**src/rtl/stc_pkg.sv**
```systemverilog
// ----------------------------------------------------------------------------
// stc_pkg: shared types and constants for the sonar theremin controller
// Widths, register indexes, event codes, controller states and the command
// and status words that join the controller and the datapath.
// ----------------------------------------------------------------------------
`default_nettype none

package stc_pkg;

  // Fraction bits of the distance values (4 to 12)
  localparam int FRACTION_BITS = 8;

  // Field widths
  localparam int ECHO_W     = 14;
  localparam int FREQ_W     = 16;
  localparam int VOL_W      = 15;
  localparam int KIND_W     = 2;
  localparam int ALPHA_W    = 9;
  localparam int DIST_W     = 8;
  localparam int CFG_IDX_W  = 2;
  localparam int CFG_DATA_W = 9;

  // Echo time in us times 17 gives distance in cm times 1000
  localparam int SPEED_FACTOR = 17;
  localparam int SCALED_W     = 19;
  localparam int CM_SCALE     = 1000;
  localparam int CM_HALF      = CM_SCALE / 2;

  // Divide by 1000 as an exact shift by 3 and a multiply by the reciprocal
  // of 125; the shift keeps the quotient exact because the reciprocal's
  // rounding excess (below 128) times the operand stays under 2^RECIP_SHIFT
  localparam int     CM_PRE_SHIFT = 3;
  localparam int     CM_ODD       = CM_SCALE >> CM_PRE_SHIFT;
  localparam int     DPRE_W       = SCALED_W + FRACTION_BITS - CM_PRE_SHIFT + 1;
  localparam int     RECIP_SHIFT  = DPRE_W + 7;
  localparam int     RECIP_W      = RECIP_SHIFT - 6;
  localparam longint RECIP_VAL    = ((longint'(1) << RECIP_SHIFT) + CM_ODD - 1) / CM_ODD;
  localparam logic [RECIP_W-1:0] RECIP_MUL = RECIP_W'(RECIP_VAL);
  localparam int     DPROD_W      = DPRE_W + RECIP_W;

  // Filter weight in Q1.8
  localparam int ALPHA_FRAC = 8;
  localparam int ALPHA_ONE  = 1 << ALPHA_FRAC;
  localparam int ALPHA_HALF = ALPHA_ONE / 2;

  // Derived datapath widths
  localparam int FD_W   = DIST_W + FRACTION_BITS;   // filtered distance
  localparam int DEN_W  = DIST_W + FRACTION_BITS;   // cutoff in fixed point
  localparam int PROD_W = ALPHA_W + FD_W;           // filter product
  localparam int ACC_W  = PROD_W + 1;               // filter sum
  localparam int MAG_W  = FREQ_W + FD_W;            // pitch product
  localparam int DIV_W  = MAG_W + 1;                // divider dividend
  localparam int DVS_W  = DEN_W;                    // divider divisor
  localparam int CNT_W  = $clog2(DIV_W + 1);

  // Reset values of the configuration registers
  localparam logic [ALPHA_W-1:0] ALPHA_RESET  = ALPHA_W'(77);
  localparam logic [DIST_W-1:0]  CUTOFF_RESET = DIST_W'(40);
  localparam logic [DIST_W-1:0]  PRESS_RESET  = DIST_W'(20);
  localparam logic [DIST_W-1:0]  MAX_RESET    = DIST_W'(220);

  typedef enum logic [CFG_IDX_W-1:0] {
    REG_ALPHA  = 2'd0,
    REG_CUTOFF = 2'd1,
    REG_PRESS  = 2'd2,
    REG_MAX    = 2'd3
  } cfg_reg_e;

  typedef enum logic [KIND_W-1:0] {
    EV_PRESS   = 2'd0,
    EV_UPDATE  = 2'd1,
    EV_RELEASE = 2'd2
  } event_kind_e;

  typedef enum logic [3:0] {
    ST_IDLE,
    ST_CHECK,
    ST_FILT_MUL,
    ST_FILT_ACC,
    ST_DECIDE,
    ST_PITCH_MUL,
    ST_PITCH_GO,
    ST_DIV_PITCH,
    ST_EMIT
  } ctrl_state_e;

  typedef struct packed {
    logic        load_in;
    logic        div_start;
    logic        d_load;
    logic        filt_mul;
    logic        filt_acc;
    logic        pitch_mul;
    logic        pitch_load;
    logic        out_load;
    event_kind_e out_kind;
  } dp_cmd_t;

  typedef struct packed {
    logic drop;
    logic press;
    logic over_cut;
    logic div_done;
  } dp_status_t;

endpackage

`default_nettype wire

```
**src/rtl/stc_divider.sv**
```systemverilog
// ----------------------------------------------------------------------------
// stc_divider: restoring divider, one quotient bit per cycle
// Takes a dividend and divisor on start, pulses done when the quotient is
// ready. Serves the pitch interpolation.
// ----------------------------------------------------------------------------
`default_nettype none

module stc_divider (
  input  logic                       clk_i,
  input  logic                       rst_ni,
  input  logic                       start_i,
  input  logic [stc_pkg::DIV_W-1:0]  dividend_i,
  input  logic [stc_pkg::DVS_W-1:0]  divisor_i,
  output logic                       done_o,
  output logic [stc_pkg::DIV_W-1:0]  quotient_o
);
  import stc_pkg::*;

  logic             busy_q, busy_d;
  logic             done_q, done_d;
  logic [CNT_W-1:0] cnt_q, cnt_d;
  logic [DIV_W-1:0] quo_q, quo_d;
  logic [DVS_W-1:0] rem_q, rem_d;
  logic [DVS_W-1:0] dvs_q;
  logic [DVS_W:0]   trial;
  logic [DVS_W:0]   diff;
  logic             fits;

  // One restoring step: shift in the next dividend bit, subtract if it fits
  always_comb begin
    trial = {rem_q, quo_q[DIV_W-1]};
    diff  = trial - {1'b0, dvs_q};
    fits  = trial >= {1'b0, dvs_q};
    rem_d = fits ? diff[DVS_W-1:0] : trial[DVS_W-1:0];
    quo_d = {quo_q[DIV_W-2:0], fits};
  end

  // Sequence the steps
  always_comb begin
    busy_d = busy_q;
    cnt_d  = cnt_q;
    done_d = 1'b0;
    if (start_i) begin
      busy_d = 1'b1;
      cnt_d  = CNT_W'(DIV_W);
    end else if (busy_q) begin
      cnt_d = cnt_q - CNT_W'(1);
      if (cnt_q == CNT_W'(1)) begin
        busy_d = 1'b0;
        done_d = 1'b1;
      end
    end
  end

  always_ff @(posedge clk_i or negedge rst_ni) begin
    if (!rst_ni) begin
      busy_q <= 1'b0;
      done_q <= 1'b0;
      cnt_q  <= '0;
    end else begin
      busy_q <= busy_d;
      done_q <= done_d;
      cnt_q  <= cnt_d;
    end
  end

  // Load operands on start, step while busy
  always_ff @(posedge clk_i) begin
    if (start_i) begin
      quo_q <= dividend_i;
      rem_q <= '0;
      dvs_q <= divisor_i;
    end else if (busy_q) begin
      quo_q <= quo_d;
      rem_q <= rem_d;
    end
  end

  assign done_o     = done_q;
  assign quotient_o = quo_q;

`ifndef SYNTH
  a_no_restart: assert property (@(posedge clk_i) disable iff (!rst_ni)
    start_i |-> !busy_q)
    else $error("divider started while busy");

  a_done_after_busy: assert property (@(posedge clk_i) disable iff (!rst_ni)
    done_q |-> $past(busy_q))
    else $error("divider done without a running division");

  a_last_step: assert property (@(posedge clk_i) disable iff (!rst_ni)
    (busy_q && !start_i && cnt_q == CNT_W'(1)) |=> (done_q && !busy_q))
    else $error("divider did not finish after its last step");
`endif

endmodule

`default_nettype wire

```
**src/rtl/stc_datapath.sv**
```systemverilog
// ----------------------------------------------------------------------------
// stc_datapath: arithmetic and storage of the sonar theremin controller
// Holds the configuration registers, the captured input word, the filtered
// distance and the output word; converts echo time, filters and
// interpolates the pitch under command of the controller.
// ----------------------------------------------------------------------------
`default_nettype none

module stc_datapath (
  input  logic                            clk_i,
  input  logic                            rst_ni,
  input  logic                            cfg_we_i,
  input  logic [stc_pkg::CFG_IDX_W-1:0]   cfg_index_i,
  input  logic [stc_pkg::CFG_DATA_W-1:0]  cfg_data_i,
  input  logic [stc_pkg::ECHO_W-1:0]      echo_time_i,
  input  logic [stc_pkg::FREQ_W-1:0]      low_frequency_i,
  input  logic [stc_pkg::FREQ_W-1:0]      high_frequency_i,
  input  logic [stc_pkg::VOL_W-1:0]       note_volume_i,
  input  stc_pkg::dp_cmd_t                cmd_i,
  output stc_pkg::dp_status_t             status_o,
  output logic [stc_pkg::KIND_W-1:0]      event_kind_o,
  output logic [stc_pkg::FREQ_W-1:0]      frequency_o,
  output logic [stc_pkg::VOL_W-1:0]       amplitude_o
);
  import stc_pkg::*;

  // Configuration registers
  logic [ALPHA_W-1:0] alpha_q;
  logic [DIST_W-1:0]  cutoff_q;
  logic [DIST_W-1:0]  press_q;
  logic [DIST_W-1:0]  max_q;

  // Captured input word
  logic [SCALED_W-1:0] scaled_q;
  logic [FREQ_W-1:0]   lo_q;
  logic [FREQ_W-1:0]   hi_q;
  logic [VOL_W-1:0]    vol_q;

  // Working registers
  logic [FD_W-1:0]   f_q;
  logic [FD_W-1:0]   d_q;
  logic [PROD_W-1:0] prod_q;
  logic [MAG_W-1:0]  mag_q;
  logic              neg_q;
  logic [FREQ_W-1:0] pitch_q;

  // Output word
  event_kind_e       kind_q;
  logic [FREQ_W-1:0] freq_q;
  logic [VOL_W-1:0]  amp_q;

  logic [ALPHA_W-1:0]  alpha_eff;
  logic [ALPHA_W-1:0]  alpha_rest;
  logic [DIST_W-1:0]   cut_eff;
  logic [DEN_W-1:0]    den;
  logic [SCALED_W-1:0] scaled_d;
  logic [SCALED_W-1:0] max_scaled;
  logic [SCALED_W-1:0] press_scaled;
  logic [DPRE_W-1:0]   d_pre;
  logic [DPROD_W-1:0]  d_prod;
  logic [ACC_W-1:0]    acc;
  logic [FREQ_W-1:0]   span;
  logic [DIV_W-1:0]    dividend;
  logic [DVS_W-1:0]    divisor;
  logic                div_done;
  logic [DIV_W-1:0]    quotient;
  logic [DIV_W:0]      up_sum;
  logic [FREQ_W-1:0]   pitch_d;

  // Write configuration registers
  always_ff @(posedge clk_i or negedge rst_ni) begin
    if (!rst_ni) begin
      alpha_q  <= ALPHA_RESET;
      cutoff_q <= CUTOFF_RESET;
      press_q  <= PRESS_RESET;
      max_q    <= MAX_RESET;
    end else if (cfg_we_i) begin
      case (cfg_reg_e'(cfg_index_i))
        REG_ALPHA:  alpha_q  <= cfg_data_i;
        REG_CUTOFF: cutoff_q <= cfg_data_i[DIST_W-1:0];
        REG_PRESS:  press_q  <= cfg_data_i[DIST_W-1:0];
        REG_MAX:    max_q    <= cfg_data_i[DIST_W-1:0];
        default:    ;
      endcase
    end
  end

  // Clamp alpha to one, lift a zero cutoff to one
  always_comb begin
    alpha_eff  = (alpha_q > ALPHA_W'(ALPHA_ONE)) ? ALPHA_W'(ALPHA_ONE) : alpha_q;
    alpha_rest = ALPHA_W'(ALPHA_ONE) - alpha_eff;
    cut_eff    = (cutoff_q == '0) ? DIST_W'(1) : cutoff_q;
    den        = {cut_eff, {FRACTION_BITS{1'b0}}};
  end

  // Echo time times 17 is distance in cm times 1000
  assign scaled_d     = {1'b0, echo_time_i, 4'b0000} + SCALED_W'(echo_time_i);
  assign max_scaled   = SCALED_W'(max_q) * SCALED_W'(CM_SCALE);
  assign press_scaled = SCALED_W'(press_q) * SCALED_W'(CM_SCALE);

  // Capture the input word
  always_ff @(posedge clk_i) begin
    if (cmd_i.load_in) begin
      scaled_q <= scaled_d;
      lo_q     <= low_frequency_i;
      hi_q     <= high_frequency_i;
      vol_q    <= note_volume_i;
    end
  end

  // Rounded distance: take out the factor 8 of 1000 exactly, then multiply
  // by the reciprocal of 125
  assign d_pre  = DPRE_W'({scaled_q, {(FRACTION_BITS - CM_PRE_SHIFT){1'b0}}})
                + DPRE_W'(CM_HALF >> CM_PRE_SHIFT);
  assign d_prod = DPROD_W'(d_pre) * DPROD_W'(RECIP_MUL);

  // Feed the pitch divider
  assign dividend = DIV_W'(mag_q) + DIV_W'(den >> 1);
  assign divisor  = den;

  stc_divider u_divider (
    .clk_i      (clk_i),
    .rst_ni     (rst_ni),
    .start_i    (cmd_i.div_start),
    .dividend_i (dividend),
    .divisor_i  (divisor),
    .done_o     (div_done),
    .quotient_o (quotient)
  );

  // Filter sum and pitch span
  always_comb begin
    acc  = ACC_W'(prod_q) + ACC_W'(alpha_eff) * ACC_W'(d_q) + ACC_W'(ALPHA_HALF);
    span = (lo_q > hi_q) ? (lo_q - hi_q) : (hi_q - lo_q);
  end

  // Apply the signed step to the low pitch and clamp to the pitch range
  always_comb begin
    up_sum = (DIV_W + 1)'(lo_q) + (DIV_W + 1)'(quotient);
    if (neg_q) begin
      pitch_d = (quotient > DIV_W'(lo_q)) ? '0 : (lo_q - quotient[FREQ_W-1:0]);
    end else begin
      pitch_d = (up_sum > (DIV_W + 1)'({FREQ_W{1'b1}})) ? {FREQ_W{1'b1}}
                                                          : up_sum[FREQ_W-1:0];
    end
  end

  // Filtered distance is state: clear on reset
  always_ff @(posedge clk_i or negedge rst_ni) begin
    if (!rst_ni) begin
      f_q <= '0;
    end else if (cmd_i.filt_acc) begin
      f_q <= acc[FD_W+ALPHA_FRAC-1:ALPHA_FRAC];
    end
  end

  // Working registers
  always_ff @(posedge clk_i) begin
    if (cmd_i.d_load) begin
      d_q <= d_prod[RECIP_SHIFT +: FD_W];
    end
    if (cmd_i.filt_mul) begin
      prod_q <= PROD_W'(alpha_rest) * PROD_W'(f_q);
    end
    if (cmd_i.pitch_mul) begin
      mag_q <= MAG_W'(span) * MAG_W'(f_q);
      neg_q <= lo_q > hi_q;
    end
    if (cmd_i.pitch_load) begin
      pitch_q <= pitch_d;
    end
  end

  // Load the output word
  always_ff @(posedge clk_i) begin
    if (cmd_i.out_load) begin
      kind_q <= cmd_i.out_kind;
      if (cmd_i.out_kind == EV_RELEASE) begin
        freq_q <= '0;
        amp_q  <= '0;
      end else begin
        freq_q <= pitch_q;
        amp_q  <= vol_q;
      end
    end
  end

  // Report decisions to the controller
  always_comb begin
    status_o.drop     = (scaled_q == '0) || (scaled_q > max_scaled);
    status_o.press    = scaled_q < press_scaled;
    status_o.over_cut = f_q > den;
    status_o.div_done = div_done;
  end

  assign event_kind_o = kind_q;
  assign frequency_o  = freq_q;
  assign amplitude_o  = amp_q;

endmodule

`default_nettype wire

```
**src/rtl/stc_ctrl.sv**
```systemverilog
// ----------------------------------------------------------------------------
// stc_ctrl: sequencing state machine of the sonar theremin controller
// Walks one word through drop check, distance conversion, filtering, the
// note decision and the pitch division, tracks the held note and the output
// register's valid flag.
// ----------------------------------------------------------------------------
`default_nettype none

module stc_ctrl (
  input  logic                 clk_i,
  input  logic                 rst_ni,
  input  logic                 in_valid_i,
  output logic                 in_ready_o,
  output logic                 out_valid_o,
  input  logic                 out_ready_i,
  input  stc_pkg::dp_status_t  status_i,
  output stc_pkg::dp_cmd_t     cmd_o
);
  import stc_pkg::*;

  ctrl_state_e state_q, state_d;
  logic        note_active_q, note_active_d;
  logic        out_valid_q, out_valid_d;
  event_kind_e kind_q, kind_d;
  logic        out_free;

  assign out_free = !out_valid_q || out_ready_i;

  // Next state and commands
  always_comb begin
    state_d       = state_q;
    note_active_d = note_active_q;
    kind_d        = kind_q;
    cmd_o         = '0;
    cmd_o.out_kind = kind_q;
    in_ready_o    = 1'b0;
    case (state_q)
      ST_IDLE: begin
        in_ready_o = 1'b1;
        if (in_valid_i) begin
          cmd_o.load_in = 1'b1;
          state_d       = ST_CHECK;
        end
      end
      ST_CHECK: begin
        if (status_i.drop) begin
          state_d = ST_IDLE;
        end else begin
          cmd_o.d_load = 1'b1;
          state_d      = ST_FILT_MUL;
        end
      end
      ST_FILT_MUL: begin
        cmd_o.filt_mul = 1'b1;
        state_d        = ST_FILT_ACC;
      end
      ST_FILT_ACC: begin
        cmd_o.filt_acc = 1'b1;
        state_d        = ST_DECIDE;
      end
      ST_DECIDE: begin
        if (note_active_q && status_i.over_cut) begin
          note_active_d = 1'b0;
          kind_d        = EV_RELEASE;
          state_d       = ST_EMIT;
        end else if (!note_active_q) begin
          if (status_i.press) begin
            note_active_d = 1'b1;
            kind_d        = EV_PRESS;
            state_d       = ST_PITCH_MUL;
          end else begin
            state_d = ST_IDLE;
          end
        end else begin
          kind_d  = EV_UPDATE;
          state_d = ST_PITCH_MUL;
        end
      end
      ST_PITCH_MUL: begin
        cmd_o.pitch_mul = 1'b1;
        state_d         = ST_PITCH_GO;
      end
      ST_PITCH_GO: begin
        cmd_o.div_start = 1'b1;
        state_d         = ST_DIV_PITCH;
      end
      ST_DIV_PITCH: begin
        if (status_i.div_done) begin
          cmd_o.pitch_load = 1'b1;
          state_d          = ST_EMIT;
        end
      end
      ST_EMIT: begin
        if (out_free) begin
          cmd_o.out_load = 1'b1;
          state_d        = ST_IDLE;
        end
      end
      default: begin
        state_d = ST_IDLE;
      end
    endcase
  end

  // Output valid: set on load, drop when taken
  always_comb begin
    out_valid_d = out_valid_q;
    if (cmd_o.out_load) begin
      out_valid_d = 1'b1;
    end else if (out_ready_i) begin
      out_valid_d = 1'b0;
    end
  end

  always_ff @(posedge clk_i or negedge rst_ni) begin
    if (!rst_ni) begin
      state_q       <= ST_IDLE;
      note_active_q <= 1'b0;
      out_valid_q   <= 1'b0;
    end else begin
      state_q       <= state_d;
      note_active_q <= note_active_d;
      out_valid_q   <= out_valid_d;
    end
  end

  // Event kind of the word in flight
  always_ff @(posedge clk_i) begin
    kind_q <= kind_d;
  end

  assign out_valid_o = out_valid_q;

`ifndef SYNTH
  a_no_overwrite: assert property (@(posedge clk_i) disable iff (!rst_ni)
    cmd_o.out_load |-> (!out_valid_q || out_ready_i))
    else $error("output word overwritten before it was taken");

  a_done_expected: assert property (@(posedge clk_i) disable iff (!rst_ni)
    status_i.div_done |-> (state_q == ST_DIV_PITCH))
    else $error("division finished while no division was awaited");

  a_note_on_decide: assert property (@(posedge clk_i) disable iff (!rst_ni)
    (note_active_q != $past(note_active_q)) |-> ($past(state_q) == ST_DECIDE))
    else $error("held note changed outside the note decision");
`endif

endmodule

`default_nettype wire

```
**src/rtl/sonar_theremin_controller_top.sv**
```systemverilog
// ----------------------------------------------------------------------------
// sonar_theremin_controller_top: echo time to note press, update and release
// Converts each echo time to a fixed-point distance, drops timeouts and far
// samples, low-pass filters the distance and drives one note from it.
// ----------------------------------------------------------------------------
//
//   Channel   Direction  Signals                                  Handshake
//   --------  ---------  ---------------------------------------  ----------
//   in        input      echo_time, low/high_frequency, note_vol  valid/ready
//   out       output     event_kind, frequency, amplitude         valid/ready
//   cfg       input      cfg_we_i, cfg_index_i, cfg_data_i        write only
//
// A dropped word goes from the drop check back to idle. A press or update
// steps through filtering, the note decision, the pitch product, the
// one-bit-per-cycle pitch divider and the emit step to the output register;
// a release skips the pitch steps. A word with no event goes back to idle
// after the note decision. The next word is accepted while the output word
// waits; a full output register holds the controller in its emit step.
// Reset clears the filtered distance, the held note and the configuration
// to its defaults.
// ----------------------------------------------------------------------------
`default_nettype none

module sonar_theremin_controller_top (
  input  logic                            clk_i,
  input  logic                            rst_ni,
  input  logic                            cfg_we_i,
  input  logic [stc_pkg::CFG_IDX_W-1:0]   cfg_index_i,
  input  logic [stc_pkg::CFG_DATA_W-1:0]  cfg_data_i,
  input  logic                            in_valid_i,
  output logic                            in_ready_o,
  input  logic [stc_pkg::ECHO_W-1:0]      echo_time_i,
  input  logic [stc_pkg::FREQ_W-1:0]      low_frequency_i,
  input  logic [stc_pkg::FREQ_W-1:0]      high_frequency_i,
  input  logic [stc_pkg::VOL_W-1:0]       note_volume_i,
  output logic                            out_valid_o,
  input  logic                            out_ready_i,
  output logic [stc_pkg::KIND_W-1:0]      event_kind_o,
  output logic [stc_pkg::FREQ_W-1:0]      frequency_o,
  output logic [stc_pkg::VOL_W-1:0]       amplitude_o
);
  import stc_pkg::*;

  dp_cmd_t    cmd;
  dp_status_t status;

  // Sequence each word
  stc_ctrl u_ctrl (
    .clk_i       (clk_i),
    .rst_ni      (rst_ni),
    .in_valid_i  (in_valid_i),
    .in_ready_o  (in_ready_o),
    .out_valid_o (out_valid_o),
    .out_ready_i (out_ready_i),
    .status_i    (status),
    .cmd_o       (cmd)
  );

  // Compute and hold values
  stc_datapath u_datapath (
    .clk_i            (clk_i),
    .rst_ni           (rst_ni),
    .cfg_we_i         (cfg_we_i),
    .cfg_index_i      (cfg_index_i),
    .cfg_data_i       (cfg_data_i),
    .echo_time_i      (echo_time_i),
    .low_frequency_i  (low_frequency_i),
    .high_frequency_i (high_frequency_i),
    .note_volume_i    (note_volume_i),
    .cmd_i            (cmd),
    .status_o         (status),
    .event_kind_o     (event_kind_o),
    .frequency_o      (frequency_o),
    .amplitude_o      (amplitude_o)
  );

endmodule

`default_nettype wire

```
**config.mk**
```make
export PLATFORM = sky130hd
export DESIGN_NAME = sonar_theremin_controller_top
export DESIGN_NICKNAME = d
export VERILOG_FILES = /design/src/rtl/stc_pkg.sv /design/src/rtl/stc_divider.sv /design/src/rtl/stc_datapath.sv /design/src/rtl/stc_ctrl.sv /design/src/rtl/sonar_theremin_controller_top.sv
export SDC_FILE = /design/constraint.sdc
export NUM_CORES = 2
export LEC_CHECK = 0
export ABC_AREA = 1
export BUFFER_PORTS_ARGS = -buffer_cell sky130_fd_sc_hd__buf_2
export CAP_MARGIN = 40
export CORE_MARGIN = 1
export CORE_UTILIZATION = 50
export CTS_CLUSTER_SIZE = 10
export DETAILED_ROUTE_END_ITERATION = 10
export PLACE_DENSITY = 0.69
export SYNTH_ARGS = -nofsm -noshare
export SYNTH_HDL_FRONTEND = slang
export SYNTH_SLANG_ARGS = --single-unit
```
**constraint.sdc**
```tcl
create_clock -name clk_i -period 7 [get_ports clk_i]
set_clock_uncertainty 0.2 [all_clocks]
set_input_delay 0.35 -clock clk_i [delete_from_list [all_inputs] [get_ports clk_i]]
set_output_delay 0.35 -clock clk_i [all_outputs]
set_load 0.01 [all_outputs]
```
==> reports/qor.yml <==
outcome:
  status: "complete, but fails checks"
  violations: "negative setup slack"
global_routing:
  antenna_found_initial: 0
  overflow: 0
  grt_start_max_net_pins: 68
  grt_pass1_wl_um: 226800
  grtUsageTotal_pct: 29.83
  grt_pass1_vias: 42267
layout:
  mostFrequentLayoutCells: "1,143 x inv_1, 902 x nand2_1, 599 x fa_1"
  layout-drive-gt1-share_pct: 20.53
  final_common_cell: "inv_1"
  fin_nets: 7688
  area_delta_synth_final_pct: 21.94
  final_util_pct: 61.53
routing:
  drt_iter0_markers: 3043
  routed_wl_um: 144100
  drc: 0
  wl_per_cell_um: 18.87
  num_vias: 40830
  first_pass_iters: 6
  drtAntennaViolNets: 0
  viasPerCell: 5.346
clock_tree:
  htreeDepth: 2
  cts.clk_slew.worst_paths_ns: 0.06
  cts-root-buf: "clkbuf_16"
  clk_latency_ns: 0.61
  cts_num_sinks: 310
  cts_tree: "built"
  numCtsBuffers: 42
  cts_buffer_depth: 3
setup_path:
  worstSetupStartpointType: "register"
  rr_worst_depth: 35
  worstPathRequired_ns: 7.14
  cp_max_fo: 4
  worstReg2RegStart: "u_datapath.scaled_q[1]$_DFFE_PP_"
  worstPathArrival_ns: 7.65
  setup.worst_path.end_class: "register"
  r2r_end: "u_datapath.d_q[14]$_DFFE_PP_"
  slowest_stage: "fa_1"
  path_class: "reg2reg"
  slowest_delay_ns: 0.53
  r2r_slack_ns: -0.52
  cp_common_cell: "inv_2"
placement:
  gp_congestion: 0.9717
  hpwl_um: 116900
  io_buffers: 111
synthesis:
  ys_async_sr_fraction_pct: 20.32
  ys_ff_latch: 310
  yosys.cell_types.count: 63
  synth_ff_type: "edfxtp_1"
  syn_inst: 5651
  synth_edf_count: 231
  synth_area_um2: 47870
  syn-num-nets: 7001
  syn_area_per_cell_um2: 8.471
  yosysWarnings: 0
  yosysSeqAreaShare_pct: 18.49
worst_hold_path:
  holdCritPathClass: "in2reg"
  holdPathEnd: "u_datapath.scaled_q[17]$_DFFE_PP_"
  holdCritStartpoint: "echo_time_i[12]"
  worstHoldPathCells: 3
die:
  die_h_um: 311.4
  ios: 112
  placementRows: 113
  dieArea_um2: 96980
  start_util_pct: 50.46
  die_w_um: 311.4
  design.core.area_um2: 94870
timing:
  max_freq_ghz: 0.1331
  setup_viol: 34
  rsz0062_at_grt: "yes"
  worst_slack_ns: -0.5159
  worst_slew_pin_slew_ns: 0.8768
  drv_slew: 0
  finalCritPeriodShare_pct: 107.4
  hold_violations: 0
  maxSlewHeadroom_pct: 41.55
  fin_crit_ns: 7.516
job:
  drv_cap: 0
[logic make-up after synthesis]
kind of cell,Yosys count,synth area share [%]
adder cells (fa/ha/maj),1273,43.22
buffers and inverters,1388,11.15
multiplexers,1,0.02091
XOR/XNOR,193,3.531
AND/OR/NAND/NOR,1858,16.31
flip-flops,310,18.49
AO/OA/AOI/OAI,628,7.277
[synthesized netlist by cell type, types with 12 or more instances]
cell type     n  area [um^2]
nand2_2      15        93.84
nand3_1     172        860.8
a31oi_1      15        93.84
a21oi_1     267         1336
nor2_1      455         1708
xnor2_1      63        551.8
xor2_1      130         1139
nor2_2       17        106.4
dfstp_2      13        341.6
or2_2        19        118.9
edfxtp_1    231         6937
nand4_1      54        337.8
clkbuf_1     82        307.8
o21ai_0     220         1101
nand3_2      13        130.1
ha_1        639         7995
buf_4        12        90.09
nand2_1    1008         3784
dfrtp_1      50         1251
o21bai_1     18        135.1
fa_1        634        12690
nor3_1       56        280.3
inv_1      1223         4591
buf_1        13        48.80
nor4_1       20        125.1
a21o_1       15        112.6
dfxtp_1      16        320.3
o22ai_1      15        93.84
inv_2        26        97.59
o211ai_1     12        90.09
[stage by stage]
stage | setup TNS (ns) | worst slack (ns) | hold slack (ns) | area (um^2) | std cells
global placement | -11.04 | -0.5175 | 0.2711 | 53390 | 7377
CTS | -8.182 | -0.4776 | 0.005948 | 56920 | 7589
finish | -11.67 | -0.5159 | 0.03870 | 58370 | 7637
global route | -20.87 | -0.8028 | 0.02371 | 58370 | 7636
detailed placement | -14.41 | -0.6644 | -0.03013 | 53510 | 7382
floorplan | -4.873 | -0.4238 | -0.1456 | 48250 | 5651
[worst max-delay path by stage]
stage,cells past startpoint,startpoint,slack [ns],to
after CTS,32,u_datapath.scaled_q[1]$_DFFE_PP_,-0.48,u_datapath.d_q[10]$_DFFE_PP_
final,35,u_datapath.scaled_q[1]$_DFFE_PP_,-0.52,u_datapath.d_q[14]$_DFFE_PP_
after detailed placement,36,u_datapath.scaled_q[1]$_DFFE_PP_,-0.66,u_datapath.d_q[9]$_DFFE_PP_
after floorplan,32,u_datapath.scaled_q[0]$_DFFE_PP_,-0.42,u_datapath.d_q[10]$_DFFE_PP_
after global placement,37,u_datapath.scaled_q[1]$_DFFE_PP_,-0.52,u_datapath.d_q[11]$_DFFE_PP_
after global routing,34,u_datapath.scaled_q[1]$_DFFE_PP_,-0.80,u_datapath.d_q[11]$_DFFE_PP_
[state kept, by name, indices dropped and copies added (netlist names), 15 cells and up]
register                         count
u_datapath.scaled_q                 19
u_datapath.lo_q                     16
u_datapath.prod_q                   24
u_datapath.d_q                      16
u_datapath.frequency_o              16
u_datapath.f_q                      16
u_datapath.pitch_q                  16
u_datapath.vol_q                    15
u_datapath.amplitude_o              15
u_datapath.mag_q                    32
u_datapath.u_divider.rem_q          16
u_datapath.hi_q                     16
u_datapath.u_divider.quotient_o     33
[timing repair]
action / in CTS / in global routing
resized for setup: 260 / 278
setup buffers: 65 / 56
gates cloned: 3 / 0
hold buffers: 65 / 0
hold endpoints to repair: 135 / 0
pin swaps: 154 / 165
endpoints found under the setup margin: 36 / 43
[area by class of cell]
cell class	count	area, um^2
Sequential cell	310	8850
Clock inverter	11	116.4
Inverter	1260	4813
Multi-Input combinational cell	3953	35750
Clock buffer	66	1215
Fill cell	7825	36500
Tap cell	1265	1583
Timing Repair Buffer	769	6023
Antenna cell	1	2.502
Timing Repair inverter	2	16.27
[layer usage]
metal | global-route usage, % | wire [um] | up-vias
met4 | 9.998 | 4939 | 0
met1 | 39.90 | 60130 | 19988
met3 | 5.650 | 11700 | 296
met5 | 0 | 0 | -
met2 | 48.56 | 67330 | 1517
li1 | - | - | 19029
[critical path, delay by kind of cell, from the launching register on]
family                   cells  cell delay [ns]
XOR/XNOR                     2             0.30
adder cells (fa/ha/maj)      9             4.02
buffers and inverters       13             0.80
flip-flops                   1             0.35
AND/OR/NAND/NOR             11             1.56
Power is left out: the tool's default activity adds up to more than one toggle a clock period on the data nets, which glitch-free logic cannot reach.
